===== config.mk =====
export PLATFORM = sky130hd
export DESIGN_NAME = cpsd_ctrl
export DESIGN_NICKNAME = d
export VERILOG_FILES = /design/src/design/cpsd_pkg.sv /design/src/design/cpsd_ctrl.sv
export SDC_FILE = /design/constraint.sdc
export NUM_CORES = 1
export LEC_CHECK = 0
export BUFFER_PORTS_ARGS = -buffer_cell sky130_fd_sc_hd__buf_4
export CORE_ASPECT_RATIO = 1.1
export CORE_MARGIN = 4
export CORE_UTILIZATION = 46
export DETAILED_ROUTE_END_ITERATION = 16
export GPL_ROUTABILITY_DRIVEN = 0
export GPL_TIMING_DRIVEN = 1
export HOLD_SLACK_MARGIN = 0.05
export PLACE_DENSITY_LB_ADDON = 0.12
export SYNTH_ARGS = -nofsm -noshare
export SYNTH_HDL_FRONTEND = slang
export SYNTH_SLANG_ARGS = --single-unit

===== constraint.sdc =====
create_clock -name aclk -period 2.3 [get_ports aclk]
set_input_delay 0.345 -clock aclk [delete_from_list [all_inputs] [get_ports aclk]]
set_output_delay 0.345 -clock aclk [all_outputs]
set_load 0.01 [all_outputs]

===== src/design/cpsd_pkg.sv =====
// Package for the convex plane smooth distance core.
// Shared widths, defaults, config and command codes and the controller/datapath command and status structs.
package cpsd_pkg;

    localparam int MAX_PLANES_DEFAULT = 16;
    localparam int ACC_W = 72;
    localparam int CFG_ACTIVE = 0;
    localparam int CFG_RADIUS = 1;
    localparam logic CMD_WRITE = 1'b0;
    localparam logic CMD_QUERY = 1'b1;

    // Commands from the controller to the datapath.
    typedef struct packed {
        logic write_plane;
        logic load_point;
        logic dot_step;
        logic dot_first;
        logic dist_done;
        logic fold_first;
        logic fold_eval;
        logic div_start;
        logic div_step;
        logic div_commit;
        logic fold_plain;
        logic emit;
    } cpsd_cmd_t;

    // Status back to the controller.
    typedef struct packed {
        logic need_div;
        logic div_done;
    } cpsd_stat_t;

endpackage


===== src/design/cpsd_ctrl.sv =====
// Controller: sequences table writes, dot products, smooth folding and result handoff.
// Depends on cpsd_pkg.
module cpsd_ctrl #(
    parameter int MAX_PLANES = cpsd_pkg::MAX_PLANES_DEFAULT
) (
    input  logic                          aclk,
    input  logic                          aresetn,
    input  logic                          in_valid,
    output logic                          in_ready,
    input  logic                          in_cmd,
    input  logic [3:0]                    in_slot,
    input  logic [4:0]                    active,
    output logic                          out_valid,
    input  logic                          out_ready,
    output cpsd_pkg::cpsd_cmd_t           cmd,
    input  cpsd_pkg::cpsd_stat_t          stat,
    output logic [$clog2(MAX_PLANES)-1:0] wr_slot,
    output logic [$clog2(MAX_PLANES)-1:0] rd_slot,
    output logic [1:0]                    comp,
    output logic [1:0]                    rd_comp
);
    import cpsd_pkg::*;

    localparam int AW = $clog2(MAX_PLANES);
    localparam logic [3:0] S_IDLE = 4'd0, S_WR = 4'd1, S_RD = 4'd2, S_MUL = 4'd3,
        S_DIST = 4'd4, S_FOLD = 4'd5, S_EVAL = 4'd6, S_DIV = 4'd7, S_EMIT = 4'd8;

    logic [3:0]  state_reg, state_next;
    logic [AW-1:0] slot_reg;
    logic [1:0]  comp_reg;
    logic [2:0]  step_reg;
    logic [AW:0] plane_reg;
    logic        out_valid_reg;
    logic [6:0]  count_lim;
    logic        emit_go;

    assign count_lim = (active == 5'd0) ? 7'd1 :
                       (7'(active) > 7'(MAX_PLANES)) ? 7'(MAX_PLANES) : 7'(active);
    assign in_ready = (state_reg == S_IDLE);
    assign out_valid = out_valid_reg;
    assign wr_slot = slot_reg;
    assign comp = comp_reg;
    assign rd_slot = plane_reg[AW-1:0];
    assign emit_go = !out_valid_reg || out_ready;

    // The read address runs one component ahead of the multiply.
    always_comb begin
        rd_comp = step_reg[1:0];
        if (step_reg > 3'd3) rd_comp = 2'd3;
    end

    always_comb begin
        cmd = '0;
        state_next = state_reg;
        case (state_reg)
            S_IDLE: if (in_valid) begin
                if (in_cmd == CMD_QUERY) begin
                    cmd.load_point = 1'b1;
                    state_next = S_RD;
                end else if (32'(in_slot) < MAX_PLANES) begin
                    state_next = S_WR;
                end
            end
            S_WR: begin
                cmd.write_plane = 1'b1;
                if (comp_reg == 2'd3) state_next = S_IDLE;
            end
            S_RD: begin
                cmd.dot_first = 1'b1;
                state_next = S_MUL;
            end
            S_MUL: begin
                // steps 1..3 multiply x,y,z; step 4 adds z; step 4 also sees offset.
                cmd.dot_step = (step_reg >= 3'd1) && (step_reg <= 3'd4);
                if (step_reg == 3'd4) state_next = S_DIST;
            end
            S_DIST: begin
                cmd.dist_done = 1'b1;
                state_next = S_FOLD;
            end
            S_FOLD: begin
                if (plane_reg == '0) begin
                    cmd.fold_first = 1'b1;
                    state_next = (7'(plane_reg) + 7'd1 >= count_lim) ? S_EMIT : S_RD;
                end else begin
                    cmd.fold_eval = 1'b1;
                    state_next = S_EVAL;
                end
            end
            S_EVAL: begin
                if (stat.need_div) begin
                    cmd.div_start = 1'b1;
                    state_next = S_DIV;
                end else begin
                    cmd.fold_plain = 1'b1;
                    state_next = (7'(plane_reg) + 7'd1 >= count_lim) ? S_EMIT : S_RD;
                end
            end
            S_DIV: begin
                if (stat.div_done) begin
                    cmd.div_commit = 1'b1;
                    state_next = (7'(plane_reg) + 7'd1 >= count_lim) ? S_EMIT : S_RD;
                end else begin
                    cmd.div_step = 1'b1;
                end
            end
            S_EMIT: if (emit_go) begin
                cmd.emit = 1'b1;
                state_next = S_IDLE;
            end
            default: state_next = S_IDLE;
        endcase
    end

    always_ff @(posedge aclk) begin
        if (!aresetn) begin
            state_reg <= S_IDLE;
            out_valid_reg <= 1'b0;
            comp_reg <= '0;
            step_reg <= '0;
            plane_reg <= '0;
            slot_reg <= '0;
        end else begin
            state_reg <= state_next;
            if (cmd.emit) out_valid_reg <= 1'b1;
            else if (out_ready) out_valid_reg <= 1'b0;
            if (state_reg == S_IDLE) begin
                slot_reg <= AW'(in_slot);
                comp_reg <= '0;
                plane_reg <= '0;
            end
            if (state_reg == S_WR) comp_reg <= comp_reg + 2'd1;
            if (state_reg == S_RD) step_reg <= 3'd1;
            else if (state_reg == S_MUL) step_reg <= step_reg + 3'd1;
            else step_reg <= '0;
            if ((cmd.fold_first || cmd.fold_plain || cmd.div_commit)
                && state_next == S_RD) plane_reg <= plane_reg + 1'b1;
        end
    end
endmodule


* Word level (Yosys, flattened, before mapping)
Cells that the tools add are included.
Word-level totals: memory bits (read-only) 0, output and inout port bits 26, memories kept 0, bits in latches 0, RAM bits 0, register bits 19, word-level logic and storage cells 82
Cells by class: eq/ne operators 11, div/mod/pow operators 0, bitwise operators 2, add/subtract/negate cells 4, $lt $le $gt $ge 5, reductions and logical operators 13, multipliers 0, shifts and indexed selects 0, multiplexer cells 40
Operators by type and width (count):
- case mux 4 bit (9 select lines) | 1
- 2-to-1 mux 4 bit | 8
- 2-to-1 mux 1 bit | 21
- 2-to-1 mux 5 bit | 4
- equality test 4 x 3 -> 1 bit (second input constant) | 4
- equality test 4 x 2 -> 1 bit (second input constant) | 3
- 2-to-1 mux 2 bit | 6
- logical NOT 5 bit | 2
- adder 5 x 1 -> 6 bit (second input constant) | 1
- greater-or-equal comparator 6 x 5 -> 1 bit | 1
- nonzero test 2 bit | 3
- adder 5 x 1 -> 5 bit (second input constant) | 1
- greater-than comparator 5 bit (second input constant) | 1
- equality test 4 x 1 -> 1 bit (second input constant) | 1
- equality test 4 bit (second input constant) | 1
- logical NOT 4 bit | 1
- adder 3 x 1 -> 3 bit (second input constant) | 1
- equality test 3 bit (second input constant) | 1
- greater-or-equal comparator 3 x 1 -> 1 bit (second input constant) | 1
- greater-than comparator 3 x 2 -> 1 bit (second input constant) | 1
- less-or-equal comparator 3 bit (second input constant) | 1
- logical OR 1 bit | 3
- OR reduction 3 bit | 1
- adder 2 x 1 -> 2 bit (second input constant) | 1
- other kinds (4) | 6

* Depth between registers and ports, before layout
Gate-level depths: netlist (run 1).
depth after elaboration 10, mapped depth 10, depth with buffers taken out 10

* Worst setup path after synthesis (run 1)
Ideal clock, no wire load.
path type register to register, start reg plane_reg[2], end reg plane_reg[0], period minus slack after synthesis 2261 ps, path buffers 0, data arrival time 2202 ps, slack 39 ps, cell stages (with the launch flop) 11, library setup time 59 ps, cells stage by stage dfxtp_1 -> nand3_1 -> or2_2 -> nand2_1 -> ha_1 -> a21o_1 -> a21oi_1 -> o21ai_1 -> nor3b_4 -> mux2i_1 -> and2_1
On the way: word-level cells in the longest chain between the ends 8, elaborated cells between the ends (all ways) 16, those cells by class add/sub: 1; order compare: 1; eq/ne: 1; mux: 8; reduce/logical: 5
RTL lines:
- from (decl) | line cpsd_ctrl.sv:32 | logic [AW:0] plane_reg;
- from (signal assigned) | line cpsd_ctrl.sv:121 | plane_reg <= '0;
- from (signal assigned) | line cpsd_ctrl.sv:130 | plane_reg <= '0;
- adder 5 x 1 -> 6 bit | line cpsd_ctrl.sv:84, cpsd_ctrl.sv:96, cpsd_ctrl.sv:102
- greater-or-equal comparator 6 x 5 -> 1 bit | line cpsd_ctrl.sv:84, cpsd_ctrl.sv:96, cpsd_ctrl.sv:102
- 2-to-1 mux 4 bit | line cpsd_ctrl.sv:84, cpsd_ctrl.sv:96, cpsd_ctrl.sv:102
- 2-to-1 mux 4 bit (on tied branches) | line cpsd_ctrl.sv:100, cpsd_ctrl.sv:82, cpsd_ctrl.sv:91
- case mux 4 bit (9 select lines) | line cpsd_ctrl.sv:55 | case (state_reg)
- equality test 4 x 2 -> 1 bit | line cpsd_ctrl.sv:137 | && state_next == S_RD) plane_reg <= plane_reg + 1'b1;
- logical AND 1 bit (*) | line cpsd_ctrl.sv:137
- 2-to-1 mux 5 bit or nonzero test 2 bit (tied branches)
Mark *: on every way between the ends. The rest lies on a longest branch, timed or not. A chain may end at the register's enable or synchronous reset.

* Worst setup path in the final report (run 1)
start reg plane_reg[0], end reg plane_reg[1]
On the way: word-level cells in the longest chain between the ends 8, elaborated cells between the ends (all ways) 17, those cells by class add/sub: 2; order compare: 1; eq/ne: 1; mux: 8; reduce/logical: 5
RTL lines (line):
- adder 5 x 1 -> 6 bit | cpsd_ctrl.sv:84, cpsd_ctrl.sv:96, cpsd_ctrl.sv:102
- greater-or-equal comparator 6 x 5 -> 1 bit | cpsd_ctrl.sv:84, cpsd_ctrl.sv:96, cpsd_ctrl.sv:102
- 2-to-1 mux 4 bit | cpsd_ctrl.sv:84, cpsd_ctrl.sv:96, cpsd_ctrl.sv:102
- 2-to-1 mux 4 bit (on tied branches) | cpsd_ctrl.sv:100, cpsd_ctrl.sv:82, cpsd_ctrl.sv:91
- case mux 4 bit (9 select lines) | cpsd_ctrl.sv:55
- equality test 4 x 2 -> 1 bit | cpsd_ctrl.sv:137
- logical AND 1 bit | cpsd_ctrl.sv:137
- 2-to-1 mux 5 bit or nonzero test 2 bit (tied branches)
Parallel ways exist; a longest one is shown, timed or not.

==> flow_summary.toml, run 1 <==
[outcome]
status = "complete, no violations"

[setup_path]
crit_slowest_cell = "dfxtp_4"
crit_chain = "ha_2, nand3_2, xnor2_2, ha_1, nand3_1, o21ai_2, nor3b_4, buf_6, or3_1, a21boi_1"
worst_r2r_path_depth = 10
critPathRequiredTime_ps = 2530
cp-start-kind = "flop"
cp.arrival_ps = 2430
cp_max_fo = 9
critPathMaxStageDelay_ps = 390
worstSetupEndpointType = "flop"
worstSetupPathType = "flop to flop"

[clock_network]
clk_pin_slew_worst_paths_ps = 110
htree_levels = 1
clock_sinks = 19
cts_tree = "built"
cts-root-buf = "clkbuf_4"
cts_buffers = 3
clockBufferDepth = 2
cts_hold_buf = 0
clk_latency_ps = 290

[global_routing]
grt_overflow = 0
grt_max_degree = 20
grt_pass1_vias = 1259
antenna_found_initial = 0
globalRouteTotalUtil_pct = 17.2
grt_pass1_wl_mm = 5.25

[synth]
syn-num-nets = 198
synth-edff-count = 0
synth_xor_area_share_pct = 1.31
yosysMostFrequentCell = "nand2_1"
yosys-top-cells-area = "dfxtp_1 (28%), ha_1 (11%), nand2_1 (7.6%)"
ys_dominant_reg_cell = "dfxtp_1"
synth_seq_cells = 19
synthCells = 170
synth_compound_area_share_pct = 17.8
synth_top_family_by_area = "simple AND/OR/NAND/NOR gates"
yosysSeqAreaShare_pct = 28.4
synthMuxAreaShare_pct = 0.748
synthSimpleGateAreaFrac_pct = 29.6
synth_top_area_share_pct = 28.4
syn_area_per_cell_um2 = 7.88
synth_common_cells = "nand2_1 (27), dfxtp_1 (19), ha_1 (12), inv_1 (12), nor2_1 (10)"
async_flop_share_pct = 0
ys_types = 44
synth_fa_ha_area_share_pct = 11.2
yosys_warnings = 0
synth_top_area_cell = "dfxtp_1"
synth_area_um2 = 1340

[drt]
antenna_left = 0
drt-total-wl_mm = 3.25
post_drt_via_cell_ratio = 5.23
drc = 0
drtPass1Iterations = 4
wl_per_cell_um = 13.2
drtIter0Drc = 41
vias = 1293

[timing]
finalHoldViolations = 0
fin_crit_sh_pct = 96.0
tightest_slew_ps = 402
drv_slew = 0
timing.fmax_ghz = 0.453
period_minus_slack_ps = 2210
finalClockSkew_ps = 3.60
slew_headroom_pct = 73.0
finalSetupViolCount = 0
fin_ws_ps = 92.6
rsz0062_at_grt = "yes"

[hold_path]
worstHoldPathCells = 3
hold_class = "primary input to flop"

[final_layout]
drive_above_1_share_pct = 32.2
nNetsFinal = 243
fin_util_pct = 62.6
n_antenna_cell = 0
num-fill-cells = 259
syn2layout_area_growth_pct = 29.9
largest_reg_flops = 5
final_cell_area_um2 = 1740

[floorplan]
die_w_um = 59.4
die_area_um2 = 3840
io_pins = 42
fp.dieH_um = 64.6
coreArea_um2 = 2780
num_rows = 20
start_util_pct = 48.2

[placement]
portBuffers = 41
dpl_cell_area_um2 = 1660
pre_cts_slack_ps = -49.3
dpl.hpwl_mm = 2.54

[job]
maxCapViolCount = 0

[power]
irDropWorstVdd_v = 0.000302
leakagePower_nw = 0.824
p_per_area_nw_per_um2 = 393
[repair_timing]
| action | in CTS | in global routing |
|---|---|---|
| buffers inserted | 1 | 1 |
| pin swaps | 1 | 3 |
| endpoints found under the hold margin | 0 | 0 |
| resized for setup | 1 | 9 |
| endpoints found under the setup margin | 2 | 5 |
[cell type report]
cell class / count / area (µm²) / share of cell area, %
clock buffers: 3 / 22.5 / 1.29
multi-input cells: 126 / 835 / 48.0
clock inverters: 1 / 5.00 / 0.288
inverters: 13 / 53.8 / 3.09
flip-flops and latches: 19 / 388 / 22.3
repair buffers: 52 / 394 / 22.7
well taps: 33 / 41.3 / 2.37
[through the flow]
stage	hold WS, ps	total power, mW	TNS [ps]	cells
global placement	450	0.521	0	241
CTS	289	0.693	0	246
global route	283	0.732	-153	247
detailed placement	457	0.524	-83.9	241
finish	295	0.683	0	247
floorplan	466	0.458	0	170
[critical path, delay by kind of cell (launching register included)]
family	cells	cell delay [ps]
buf+inv	1	140
xor+xnor	1	170
simple gates	4	570
compound gates	2	320
fa+ha+maj	2	540
flops	1	390
[cell usage in the layout (no fill, tap or decap), types with 4 or more instances in the layout]
cell      synthesis  final
buf_4             4     51
nand2_1          27     27
dfxtp_1          19     17
inv_1            12     12
ha_1             12     11
nor2_1           10     10
a21oi_1           9      8
nor3_1            7      7
o21ai_0           7      7
nand3_1           6      5
a21boi_0          5      5
nand2b_1          4      4
[per-layer routing]
metal	GRT usage (%)	part of all wire [%]
met5	0	0
met4	4.82	1.3
met3	2.99	4.6
met2	31.3	52
met1	20.1	42
[worst paths after layout]
check | start | end | slack, ps
worst max register to register | plane_reg[0] | plane_reg[1] | 90
worst min register to register | wr_slot[1] | wr_slot[1] | 470
worst min-delay path | in_slot[1] | wr_slot[1] | 290
worst max-delay path | plane_reg[0] | plane_reg[1] | 90
[cells by family (layout without fill, tap and decap cells)]
logic type,after synthesis,in the layout
and+or+nand+nor,75,75
DFF,19,19
buffers and inverters,25,69
muxes,1,1
adders and majority gates,12,12
xor gates and xnor gates,2,2
AOI/OAI and AO/OA,36,36
[power by group]
part | switching (mW) | internal [mW] | leakage [nW]
Clock | 0.104 | 0.0647 | 0.0177
Combinational | 0.0802 | 0.0799 | 0.650
Sequential | 0.0144 | 0.339 | 0.156
Total | 0.199 | 0.484 | 0.824
Note: power is estimated with default switching activity, not from simulation.
==> inputs of run 2 (changes only) <==
--- a/config.mk
+++ b/config.mk
@@ -7,13 +7,12 @@
 export LEC_CHECK = 0
 export BUFFER_PORTS_ARGS = -buffer_cell sky130_fd_sc_hd__buf_4
 export CORE_ASPECT_RATIO = 1.1
-export CORE_MARGIN = 4
-export CORE_UTILIZATION = 46
+export CORE_UTILIZATION = 50
 export DETAILED_ROUTE_END_ITERATION = 16
 export GPL_ROUTABILITY_DRIVEN = 0
 export GPL_TIMING_DRIVEN = 1
 export HOLD_SLACK_MARGIN = 0.05
-export PLACE_DENSITY_LB_ADDON = 0.12
+export PLACE_DENSITY = 0.81
 export SYNTH_ARGS = -nofsm -noshare
 export SYNTH_HDL_FRONTEND = slang
 export SYNTH_SLANG_ARGS = --single-unit
==> constraint.sdc (replaced) <==
create_clock -name aclk -period 2.4 [get_ports aclk]
set_input_delay 0.36 -clock aclk [delete_from_list [all_inputs] [get_ports aclk]]
set_output_delay 0.36 -clock aclk [all_outputs]
set_load 0.01 [all_outputs]
==> run 2 against run 1 <==
Effect of this change: clock skew rose by 1.0 ps; fmax down 1.4%; sequential share of layout area increased by 0.95 points; combinational power is 11% lower; cell count down 3.6%; worst hold slack gained 21 ps; total power decreased by 5.1%; count of clock-buffer cells in the layout is the same; non-clock buffer count is 7 lower; critical endpoint is now plane_reg[0]; largest cell class unchanged; highest routed layer unchanged.
==> flow_summary.toml, run 2 (same netlist as run 1, synthesis figures left out) <==
[outcome]
status = "complete, no violations"

[final_layout]
final_common_cell = "buf_4"
drive_above_1_share_pct = 28.5
nNetsFinal = 236
fin_util_pct = 66.2
syn2layout_area_growth_pct = 24.6
final_cells = 238
final_cell_area_um2 = 1670
num-fill-cells = 223
largest_reg_flops = 5
mostFrequentLayoutCells = "buf_4 (44), nand2_1 (27), dfxtp_1 (17), inv_1 (12), ha_1 (12)"
n_antenna_cell = 0

[floorplan]
num_rows = 19
fp.dieH_um = 56.3
start_util_pct = 53.1
die_w_um = 51.3
die_area_um2 = 2890
io_pins = 42
coreArea_um2 = 2520

[global_routing]
grt_pass1_wl_mm = 5.28
antenna_found_initial = 0
grt_overflow = 0
grt_max_degree = 20
globalRouteTotalUtil_pct = 23.6
grt_pass1_vias = 1266

[drt]
drt-total-wl_mm = 3.16
drtIter0Drc = 53
drc = 0
vias = 1315
post_drt_via_cell_ratio = 5.53
wl_per_cell_um = 13.3
drtPass1Iterations = 5
antenna_left = 0

[placement]
placed_cells = 233
dpl.hpwl_mm = 2.42
pre_cts_slack_ps = 15.5
portBuffers = 41
dpl_cell_area_um2 = 1620

[setup_path]
r2r_slack_ps = 160
worstSetupPathType = "flop to flop"
cp-start-kind = "flop"
worstSetupEndpointType = "flop"
cp_top_family = "simple AND/OR/NAND/NOR gates"
critPathRequiredTime_ps = 2650
crit_chain = "nand3_1, or2_2, nand2_1, ha_1, a21o_1, a21oi_1, o21ai_2, nor3b_4, buf_6, mux2i_1, and2_1"
path_buf_inv = 1
crit_slowest_cell = "dfxtp_4"
cp.arrival_ps = 2480
critPathMaxStageDelay_ps = 390
cp_max_fo = 10

[timing]
rsz0062_at_grt = "yes"
holdWs_ps = 316
tightest_slew_ps = 342
drv_slew = 0
fin_crit_sh_pct = 93.3
period_minus_slack_ps = 2240
timing.fmax_ghz = 0.447
finalClockSkew_ps = 4.60
finalSetupViolCount = 0
fin_ws_ps = 161
slew_headroom_pct = 77.0
setup_tns_ps = 0
finalHoldViolations = 0

[clock_network]
cts_tree = "built"
htree_levels = 1
clk_pin_slew_worst_paths_ps = 120
clock_sinks = 19
cts_buffers = 3
clockBufferDepth = 2
clk_latency_ps = 300
cts_hold_buf = 0
cts-root-buf = "clkbuf_4"

[job]
maxCapViolCount = 0

[hold_path]
hold_class = "primary input to flop"

[power]
p_total_mw = 0.648
irDropWorstVdd_v = 0.000325
p_per_area_nw_per_um2 = 389
leakagePower_nw = 0.782
-- run 2: cell types whose count changed in the layout (fill, tap and decap cells not counted), sizes merged --
cell / previous run / this run
buf: 52 / 45
-- run 2: tightest hold or removal path: stages --
cell	delay (ps)
buf_4	100
nand2_1	40
a21boi_0	60
-- run 2: cell type report --
class,count,area [µm²],area share (%)
well taps,31,38.8,2.33
flip-flops and latches,19,388,23.3
repair buffers,45,342,20.5
multi-input cells,126,818,49.1
clock inverters,1,5.00,0.300
clock buffers,3,22.5,1.35
inverters,13,53.8,3.23
-- run 2: report_power, final --
group / total (mW) / switching, mW / internal, mW / leakage, nW
logic: 0.143 / 0.0756 / 0.0677 / 0.608
clock network: 0.165 / 0.103 / 0.0620 / 0.0177
registers: 0.340 / 0.0146 / 0.325 / 0.156
-- run 2: layer usage --
metal	GRT usage, %	routed length, µm	up-vias
met1	27.2	1260	616
li1	-	-	651
met2	43.0	1730	46
met3	2.71	152	2
met5	0	0	-
met4	9.65	19	0
-- run 2: what timing repair did --
| action | CTS | global route |
|---|---|---|
| gates resized for setup | 0 | 7 |
| endpoints found under the setup margin | 2 | 6 |
| buffers inserted | 0 | 1 |
| pin swaps | 1 | 1 |
-- run 2: final timing paths --
path / cells past startpoint / from / end
worst min-delay path: 3 / in_slot[0] / wr_slot[0]
worst max-delay path: 11 / plane_reg[0] / plane_reg[0]
worst min register to register: 2 / wr_slot[0] / wr_slot[0]
worst max register to register: 11 / plane_reg[0] / plane_reg[0]
==> inputs of run 3 (changes only) <==
--- a/config.mk
+++ b/config.mk
@@ -12,7 +12,7 @@
 export GPL_ROUTABILITY_DRIVEN = 0
 export GPL_TIMING_DRIVEN = 1
 export HOLD_SLACK_MARGIN = 0.05
-export PLACE_DENSITY = 0.81
+export PLACE_DENSITY = 0.78
 export SYNTH_ARGS = -nofsm -noshare
 export SYNTH_HDL_FRONTEND = slang
 export SYNTH_SLANG_ARGS = --single-unit
==> run 3 against run 2 <==
Effect of this change: via count decreased by 0.84%; worst setup slack got worse by 16 ps; final area increased by 0.90%; sequential power about the same; clock skew decreased by 4.1 ps; highest routed layer unchanged.
==> flow_summary.toml, run 3 (same netlist as run 1, synthesis figures left out) <==
[drt]
post_drt_via_cell_ratio = 5.46
drt-total-wl_mm = 3.11
drtIter0Drc = 21
drc = 0
antenna_left = 0
drtPass1Iterations = 4
vias = 1304
wl_per_cell_um = 13.0

[clock_network]
cts_buffers = 3
clk_pin_slew_worst_paths_ps = 110
htree_levels = 1
cts_tree = "built"
clock_sinks = 19
cts_hold_buf = 0
clk_latency_ps = 290
cts-root-buf = "clkbuf_4"
clockBufferDepth = 2

[global_routing]
grt_max_degree = 20
grt_pass1_vias = 1223
grt_pass1_wl_mm = 5.04
globalRouteTotalUtil_pct = 22.5
antenna_found_initial = 0
grt_overflow = 0

[placement]
dpl.hpwl_mm = 2.37
pre_cts_slack_ps = -27.3
portBuffers = 41

[setup_path]
worstSetupEndpointType = "flop"
worstSetupPathType = "flop to flop"
cp_max_fo = 10
cp-start-kind = "flop"
cp.arrival_ps = 2480
r2r_slack_ps = 150
critPathRequiredTime_ps = 2630

[floorplan]
io_pins = 42
start_util_pct = 53.1
die_w_um = 51.3
fp.dieH_um = 56.3
die_area_um2 = 2890
coreArea_um2 = 2520
num_rows = 19

[timing]
rsz0062_at_grt = "no"
finalHoldViolations = 0
timing.fmax_ghz = 0.444
tightest_slew_ps = 377
finalClockSkew_ps = 0.477
fin_crit_sh_pct = 93.9
period_minus_slack_ps = 2250
drv_slew = 0
slew_headroom_pct = 74.6
finalSetupViolCount = 0
fin_ws_ps = 145

[power]
p_total_mw = 0.650
leakagePower_nw = 0.789
p_per_area_nw_per_um2 = 386
irDropWorstVdd_v = 0.000279

[final_layout]
syn2layout_area_growth_pct = 25.7
drive_above_1_share_pct = 28.8
final_common_cell = "buf_4"
num-fill-cells = 224
n_antenna_cell = 0
nNetsFinal = 237
multi_input_area_um2 = 820
seq_area_um2 = 385
largest_reg_flops = 5
mostFrequentLayoutCells = "buf_4 (45), nand2_1 (27), dfxtp_1 (17), inv_1 (12), ha_1 (12)"

[job]
maxCapViolCount = 0

[outcome]
status = "complete, no violations"

[hold_path]
hold_class = "primary input to flop"
==> run 3: where the power goes <==
group	internal [mW]	switching, mW
Combinational	0.0686	0.0757
Clock	0.0619	0.103
Sequential	0.326	0.0143
Total	0.457	0.193
==> run 3: worst max-delay path: stages (launching register included) <==
cell and delay, ps:
dfxtp_4 390, ha_1 220, nand3_1 110, xnor2_1 170, ha_1 340, nand3_1 90, o21ai_2 210, nor3b_4 70
buf_12 150, or3_1 300, a21boi_1 140
==> run 3: path summary, 6_finish.rpt <==
path | from | endpoint | cells after the start
hold / removal | in_slot[1] | wr_slot[1] | 3
setup reg to reg | plane_reg[0] | plane_reg[1] | 10
hold reg to reg | wr_slot[3] | wr_slot[3] | 2
setup / recovery | plane_reg[0] | plane_reg[1] | 10
==> run 3: through the flow <==
step           cells  hold WS, ps  area (µm²)  setup TNS, ps  util, %
5_1_grt          239          307        1680              0     66.8
3_5_place_dp     234          461        1620          -39.0     64.4
3_3_place_gp     234          450        1620              0     64.4
2_1_floorplan    170          466        1340              0        -
4_1_cts          239          314        1670              0     66.3
6_report         239          316        1680              0     66.8
==> run 3: area by class of cell <==
| type | count | area share (%) |
|---|---|---|
| well taps | 31 | 2.30 |
| clock buffers | 3 | 1.34 |
| flip-flops and latches | 19 | 22.9 |
| clock inverters | 1 | 0.297 |
| repair buffers | 46 | 21.3 |
| multi-input cells | 126 | 48.7 |
| inverters | 13 | 3.20 |
==> run 3: layer usage <==
| metal | GRT usage [%] | part of all wire, % | vias to the layer above |
|---|---|---|---|
| met5 | 0 | 0 | - |
| met4 | 6.18 | 0.51 | 0 |
| met3 | 2.44 | 6.0 | 2 |
| met2 | 42.3 | 51 | 49 |
| met1 | 26.0 | 43 | 598 |
| li1 | - | - | 655 |
==> run 3: repair_timing <==
| action | CTS | global route |
|---|---|---|
| gates resized for setup | 0 | 5 |
| buffers inserted | 1 | 0 |
| pin swaps | 1 | 0 |
| setup endpoints to repair | 4 | 5 |
